## config.mk

```make
export PLATFORM = sky130hd
export DESIGN_NAME = npc_cell
export DESIGN_NICKNAME = d
export VERILOG_FILES = /design/src/hw/rtl/npc_pkg.sv /design/src/hw/rtl/npc_cell.sv
export SDC_FILE = /design/constraint.sdc
export NUM_CORES = 1
export LEC_CHECK = 0
export BUFFER_PORTS_ARGS = -buffer_cell sky130_fd_sc_hd__buf_4
export CAP_MARGIN = 20
export CORE_MARGIN = 10
export CORE_UTILIZATION = 25
export CTS_CLUSTER_DIAMETER = 30
export DETAILED_ROUTE_END_ITERATION = 10
export PLACE_DENSITY = 0.5
export SYNTH_ARGS = -nofsm -noshare
export SYNTH_HDL_FRONTEND = slang
export SYNTH_SLANG_ARGS = --single-unit
export TNS_END_PERCENT = 5
```

## constraint.sdc

```tcl
create_clock -name clock -period 10.4 [get_ports clock]
set_clock_uncertainty 0.15 [all_clocks]
set_input_delay 2.08 -clock clock [delete_from_list [all_inputs] [get_ports clock]]
set_output_delay 2.08 -clock clock [all_outputs]
set_load 0.02 [all_outputs]
```

## src/hw/rtl/npc_pkg.sv

```systemverilog
// Shared types, constants and the reset palette for the nearest palette color unit.
// No dependencies; used by npc_cell and nearest_palette_color_unit.
`default_nettype none

package npc_pkg;

   // Default palette size and the size of the built-in reset table
   localparam int unsigned PALETTE_ENTRIES_DEF = 16;
   localparam int unsigned RESET_TABLE_SIZE    = 16;

   // Largest possible squared RGB distance (3 * 255 * 255)
   localparam logic [17:0] MAX_DISTANCE = 18'd195075;

   // Item kind carried on req_tuser
   typedef enum logic {
      REQ_QUERY = 1'b0,
      REQ_WRITE = 1'b1
   } req_kind_type;

   // Item traveling down the cell row: the request plus the running best match
   typedef struct packed {
      logic         valid;
      req_kind_type kind;
      logic [3:0]   entry_index;
      logic [7:0]   red;
      logic [7:0]   green;
      logic [7:0]   blue;
      logic [3:0]   best_index;
      logic [17:0]  best_distance;
   } token_type;

   // Reset color of one palette entry as {red, green, blue}; entries past the table are black
   function automatic logic [23:0] reset_color(input int unsigned idx);
      logic [23:0] rgb;
      case (idx)
         0:       rgb = 24'h000000;
         1:       rgb = 24'hFFFFFF;
         2:       rgb = 24'h883932;
         3:       rgb = 24'h67B6BD;
         4:       rgb = 24'h8B3F96;
         5:       rgb = 24'h55A049;
         6:       rgb = 24'h40318D;
         7:       rgb = 24'hBFCE72;
         8:       rgb = 24'h8B5429;
         9:       rgb = 24'h574200;
         10:      rgb = 24'hB86962;
         11:      rgb = 24'h505050;
         12:      rgb = 24'h787878;
         13:      rgb = 24'h94E089;
         14:      rgb = 24'h7869C4;
         15:      rgb = 24'h9F9F9F;
         default: rgb = 24'h000000;
      endcase
      return rgb;
   endfunction

endpackage

`default_nettype wire

```

## src/hw/rtl/npc_cell.sv

```systemverilog
// One cell of the palette row: holds one palette entry, applies writes addressed to it
// and folds its distance into a passing query. Depends on npc_pkg.
`default_nettype none

module npc_cell #(
   parameter int unsigned INDEX = 0
) (
   input  wire logic               clock,
   input  wire logic               reset,
   input  wire logic               advance,
   input  wire npc_pkg::token_type tok_i,
   output npc_pkg::token_type      tok_o
);

   localparam logic [23:0] RESET_RGB = npc_pkg::reset_color(INDEX);
   localparam bit          FIRST     = (INDEX == 0);
   localparam bit          ADDRESSED = (INDEX < 16);
   localparam logic [3:0]  CELL_ID   = 4'(INDEX);

   logic [23:0]        color_ff;
   logic [23:0]        color_in;
   npc_pkg::token_type tok_ff;
   npc_pkg::token_type tok_in;

   logic [7:0]  diff_r, diff_g, diff_b;
   logic [15:0] sq_r, sq_g, sq_b;
   logic [17:0] cand_distance;
   logic        write_hit;
   logic        take;

   // Absolute channel differences against the stored entry
   always_comb begin
      diff_r = (color_ff[23:16] >= tok_i.red)   ? color_ff[23:16] - tok_i.red
                                                : tok_i.red - color_ff[23:16];
      diff_g = (color_ff[15:8] >= tok_i.green)  ? color_ff[15:8] - tok_i.green
                                                : tok_i.green - color_ff[15:8];
      diff_b = (color_ff[7:0] >= tok_i.blue)    ? color_ff[7:0] - tok_i.blue
                                                : tok_i.blue - color_ff[7:0];
   end

   // Squared distance and strict-less compare, so the lower index keeps a tie
   always_comb begin
      sq_r = diff_r * diff_r;
      sq_g = diff_g * diff_g;
      sq_b = diff_b * diff_b;
      cand_distance = 18'(sq_r) + 18'(sq_g) + 18'(sq_b);
      take = FIRST || (cand_distance < tok_i.best_distance);
   end

   // Update the entry on a write addressed to this cell
   always_comb begin
      write_hit = ADDRESSED && tok_i.valid && (tok_i.kind == npc_pkg::REQ_WRITE)
                  && (tok_i.entry_index == CELL_ID);
      color_in = color_ff;
      if (advance && write_hit) begin
         color_in = {tok_i.red, tok_i.green, tok_i.blue};
      end
   end

   // Pass the item on, replacing the best match when this entry is closer
   always_comb begin
      tok_in = tok_i;
      if (tok_i.kind == npc_pkg::REQ_QUERY && take) begin
         tok_in.best_index    = CELL_ID;
         tok_in.best_distance = cand_distance;
      end
   end

   always_ff @(posedge clock) begin
      if (reset) begin
         color_ff <= RESET_RGB;
      end else begin
         color_ff <= color_in;
      end
   end

   // Advance the item register; only its valid bit is cleared at reset
   always_ff @(posedge clock) begin
      if (reset) begin
         tok_ff.valid <= 1'b0;
      end else if (advance) begin
         tok_ff <= tok_in;
      end
   end

   assign tok_o = tok_ff;

endmodule

`default_nettype wire

```

# Yosys cells after proc, flatten, opt, wreduce, memory -nomap -nowiden
# Cells that the tools add are included.
# W data, S select, Z words.
[totals]
in_bits = 55
reg_bits = 76
[op_classes]
order_cmp = 3
add_sub_neg = 8
mul = 3
bitwise_logic = 1
n_reduce_logical = 5
n_mux = 4
[op_table]
columns = ["operator", "n"]
rows = [
  ["$mul A8 B8 Y16", 3],
  ["$sub A8 B8 Y8", 6],
  ["$ge A8 B8 Y1", 3],
  ["$mux W8", 3],
  ["$add A17 B16 Y18", 1],
  ["$mux W18", 1],
  ["$add A16 B16 Y17", 1],
  ["$logic_not A4 Y1", 1],
  ["$logic_and A1 B1 Y1", 3],
  ["$reduce_and A2 Y1", 1],
  ["$not A1 Y1", 1],
]

# Logic depth before layout (Yosys ltp)
[logic_depth]
word_depth = 6
depth_mapped = 33
depth_no_buf = 33

# Worst setup path before layout
# No wires, ideal clock.
[synth_path]
path_kind = "in2reg"
from = "input tok_i[38] in the netlist's numbering"
to = "register tok_ff (netlist bit tok_o[17]), data pin"
stages = 28
arrival_time_ps = 9614
path_slack_ps = 376
n_path_buf = 0
required_ps = 9990
path_cell_list = "ha_1 > inv_1 > fa_1 > a21o_1 > a21oi_1 > a21oi_1 > a211oi_4 > mux2i_1 > xor2_1 > nand2b_1 > fa_1 > fa_1 > fa_1 > inv_1 > fa_1 > inv_1 > fa_1 > fa_1 > inv_1 > fa_1 > ha_1 > nor2b_1 > o21ai_0 > a21oi_1 > o21ai_0 > o32a_1 > xnor2_1 > mux2_2"
[synth_rtl]
columns = ["item", "line_no", "text"]
rows = [
  ["start, declared", "npc_cell.sv:11", "input wire npc_pkg::token_type tok_i,"],
  ["end signal, assigned", "npc_cell.sv:82", "tok_ff <= tok_in;"],
  ["end, declared", "npc_cell.sv:22", "npc_pkg::token_type tok_ff;"],
]

==> PnR_summary.wiki <==
{| class="wikitable"
! Metric !! Value
|-
| Rows || 73
|-
| Register-to-Register Path Depth || 32
|-
| Worst path required time || 10.38 ns
|-
| Cell types with the highest counts after synthesis || sky130_fd_sc_hd__inv_1, sky130_fd_sc_hd__fa_1, sky130_fd_sc_hd__ha_1
|-
| Clock Latency Late Sink || 0.38 ns
|-
| Layout fillers || 4,181
|-
| Initial standard-cell utilization of the core || 25.2%
|-
| Synthesized cell area || 0.00999 sq mm
|-
| Floorplan die height || 220 um
|-
| Routed length per placed instance || 14.0 um
|-
| Number of vias per cell || 4.21
|-
| Peak Freq || 0.100 GHz
|-
| Aggregate routed wire length || 24,400 um
|-
| TNS Setup || 0 ns
|-
| Synthesis-to-finish area growth || 21.4%
|-
| Pin count of the biggest net entering global routing || 52
|-
| Total global routing track utilization || 10.4%
|-
| Hold Path Class || reg -> reg
|-
| Fin crit period || 10.0 ns
|-
| First-pass GRT wire length || 39,500 um
|-
| R2R Setup Slk || 1.85 ns
|-
| Endpoint with the worst hold slack || color_ff[7]$_SDFFE_PP0P_
|-
| Via count of the first global-routing pass || 7,717
|-
| Synthesized net count || 1,374
|-
| Maximum cell stage delay along the critical path || 0.56 ns
|-
| Startpoint Class || primary input
|-
| First-iteration detailed-routing DRC count || 262
|-
| Worst-path fanout max || 5
|-
| Share of synthesized flip-flops with an asynchronous set or reset || 0%
|-
| Routability Congestion || 0.864
|-
| Synthesized instance count || 1,057
|-
| Hold violation total from the final report || 0
|-
| Pre-antenna DRT Iters || 4
|-
| Final cell area excluding filler cells || 0.0121 sq mm
|-
| R2R Path End || tok_o[17]$_DFFE_PP_
|-
| Clock transition time at the flip-flop clock pins of the worst setup and hold paths || 0.06 ns
|-
| CTS H-Tree Depth || 3
|-
| Relative slew margins || 49.2%
|-
| Clock buffers created by TritonCTS || 9
|-
| TritonCTS sink count || 76
|-
| Die area || 0.0484 sq mm
|-
| Count of buffers from port buffering || 106
|-
| Post-route ant nets || 0
|-
| Total number of vias || 7,325
|-
| Critical path class || in -> reg
|-
| Core Region || 0.0396 sq mm
|-
| Number of enable-type register cells in the synthesized netlist || 51
|-
| Antenna violations before repair || 0
|-
| Area post-placement || 0.0118 sq mm
|-
| Proportion of netlist area held by the largest area contributor || 27.6%
|-
| Cell chosen for the clock root || sky130_fd_sc_hd__clkbuf_16
|-
| Buf+Inv Stages, Crit Path || 8
|-
| TritonCTS clock tree || yes
|-
| CP delay by family, top || adder cells
|-
| Non-filler instance count after layout || 1,739
|-
| Cell count after placement || 1,722
|-
| Period utilization || 96.1%
|-
| Count of nets after finishing || 1,526
|-
| Startpoint of the tightest hold check path || color_ff[7]$_SDFFE_PP0P_
|-
| Worst EP arrival || 9.98 ns
|-
| Width of the die || 220 um
|-
| Run status || finished clean
|-
| Leading area contributor after synthesis || sky130_fd_sc_hd__fa_1
|-
| Main synth FF type || sky130_fd_sc_hd__edfxtp_1
|-
| Unrepaired setup endpoints after global routing || no
|-
| Origin of the critical flop-to-flop path || color_ff[16]$_SDFFE_PP0P_
|-
| Max-slew violation count || 0
|-
| Number of failing setup endpoints in the final timing report || 0
|-
| Synth unique cells || 56
|-
| Critical path endpoint category || register
|-
| HPWL Detailed || 20,800 um
|-
| Worst-Margin Slew || 0.763 ns
|-
| Sequential cell area || 0.00203 sq mm
|-
| DRC violations left || 0
|-
| Crit-path slowest cell || sky130_fd_sc_hd__fa_1
|-
| Flip-flop and latch count after synthesis || 76
|-
| Post-CTS Setup Inserts || 0
|-
| Sum of overflow across all layers after global routing || 0
|-
| Top-count cell post-synth || sky130_fd_sc_hd__inv_1
|-
| Most numerous cell on the critical path || sky130_fd_sc_hd__fa_1
|-
| I/O pins || 107
|-
| Share of post-route cells with drive strength above 1 || 17.1%
|-
| Number of max-cap violations || 0
|-
| Leading cell types by total area after synthesis || sky130_fd_sc_hd__fa_1, sky130_fd_sc_hd__ha_1, sky130_fd_sc_hd__edfxtp_1, sky130_fd_sc_hd__inv_1, sky130_fd_sc_hd__dfxtp_1
|-
| Warnings, synthesis || 0
|-
| Mean cell area of the mapped netlist || 9.45 sq um
|-
| Antenna fix cells || 0
|-
| Cell depth of the worst min-delay path || 2
|-
| Share of the yosys chip area belonging to registers || 20.3%
|-
| Clock Tree Buf Depth || 2
|-
| Footprint of the multi-input gates || 0.00692 sq mm
|}
==> worst max-delay path by stage <==
stage                   start                   to  slack [ns]  cells after the start
finish              tok_i[38]  tok_o[17]$_DFFE_PP_        0.40                     32
global route        tok_i[38]  tok_o[16]$_DFFE_PP_        0.02                     32
CTS                 tok_i[38]  tok_o[17]$_DFFE_PP_        0.35                     29
detailed placement  tok_i[38]  tok_o[17]$_DFFE_PP_       -0.06                     29
global placement    tok_i[38]  tok_o[17]$_DFFE_PP_        0.05                     29
floorplan           tok_i[38]  tok_o[17]$_DFFE_PP_        0.38                     28
==> worst reg2reg max path: cells and delay by family, from the launching register on <==
| family | cells | cell delay [ns] |
|---|---|---|
| flops | 1 | 0.32 |
| buf+inv | 8 | 0.68 |
| compound gates | 8 | 1.91 |
| xor+xnor | 2 | 0.22 |
| mux | 2 | 0.46 |
| simple gates | 2 | 0.39 |
| fa+ha+maj | 10 | 4.15 |
==> metrics by stage <==
stage | setup slack, ns | utilization, % | hold WS [ns]
global placement | 0.0504 | 29.8 | 0.298
floorplan | 0.376 | - | 0.290
CTS | 0.350 | 30.5 | 0.311
global route | 0.0246 | 30.6 | 0.328
detailed placement | -0.0580 | 29.8 | 0.302
finish | 0.402 | 30.6 | 0.309
==> registers in the layout (all words and copies together) (netlist names) <==
register  flops
tok_o        52
color_ff     24
==> layout by cell type (no fill, tap or decap), types with 14 or more instances in the layout <==
| master | instances |
|---|---|
| sky130_fd_sc_hd__dfxtp_1 | 25 |
| sky130_fd_sc_hd__a21oi_1 | 57 |
| sky130_fd_sc_hd__xnor2_1 | 14 |
| sky130_fd_sc_hd__nand2_1 | 86 |
| sky130_fd_sc_hd__nand2b_1 | 17 |
| sky130_fd_sc_hd__nor2_1 | 79 |
| sky130_fd_sc_hd__buf_4 | 169 |
| sky130_fd_sc_hd__edfxtp_1 | 51 |
| sky130_fd_sc_hd__ha_1 | 124 |
| sky130_fd_sc_hd__inv_1 | 246 |
| sky130_fd_sc_hd__fa_1 | 138 |
| sky130_fd_sc_hd__a21o_1 | 23 |
| sky130_fd_sc_hd__o21ai_0 | 25 |
| sky130_fd_sc_hd__mux2i_1 | 17 |
| sky130_fd_sc_hd__xor2_1 | 17 |
==> per-layer routing <==
metal	wire length, um	up-vias	GRT usage, %
met4	413	0	3.93
met1	11100	3602	13.0
met5	0	-	0
met3	854	15	2.10
met2	12100	93	17.4
li1	-	3615	-
==> cell type report <==
type | count | share of cell area, %
flip-flops and latches | 76 | 16.7
clock buffers | 14 | 2.35
repair buffers | 170 | 10.7
multi-input cells | 705 | 57.1
well taps | 525 | 5.41
inverters | 247 | 7.64
clock inverters | 2 | 0.134
==> logic make-up (layout without fill, tap and decap cells) <==
group | after synthesis | after routing | synth area share [%]
AOI/OAI and AO/OA | 152 | 152 | 9.75
xor gates and xnor gates | 35 | 35 | 3.29
adders and majority gates | 262 | 262 | 43.2
buffers and inverters | 276 | 433 | 10.6
DFF | 76 | 76 | 20.3
muxes | 24 | 24 | 2.49
and+or+nand+nor | 232 | 232 | 10.4
==> timing repair <==
item / 4_1_cts / 5_1_grt
gates resized for setup: 0 / 3
hold buffers: 0 / 0
setup endpoints to repair: 0 / 3
Power is not shown: default switching activity piles up to over one toggle a cycle in this logic, so the estimate is an artifact.
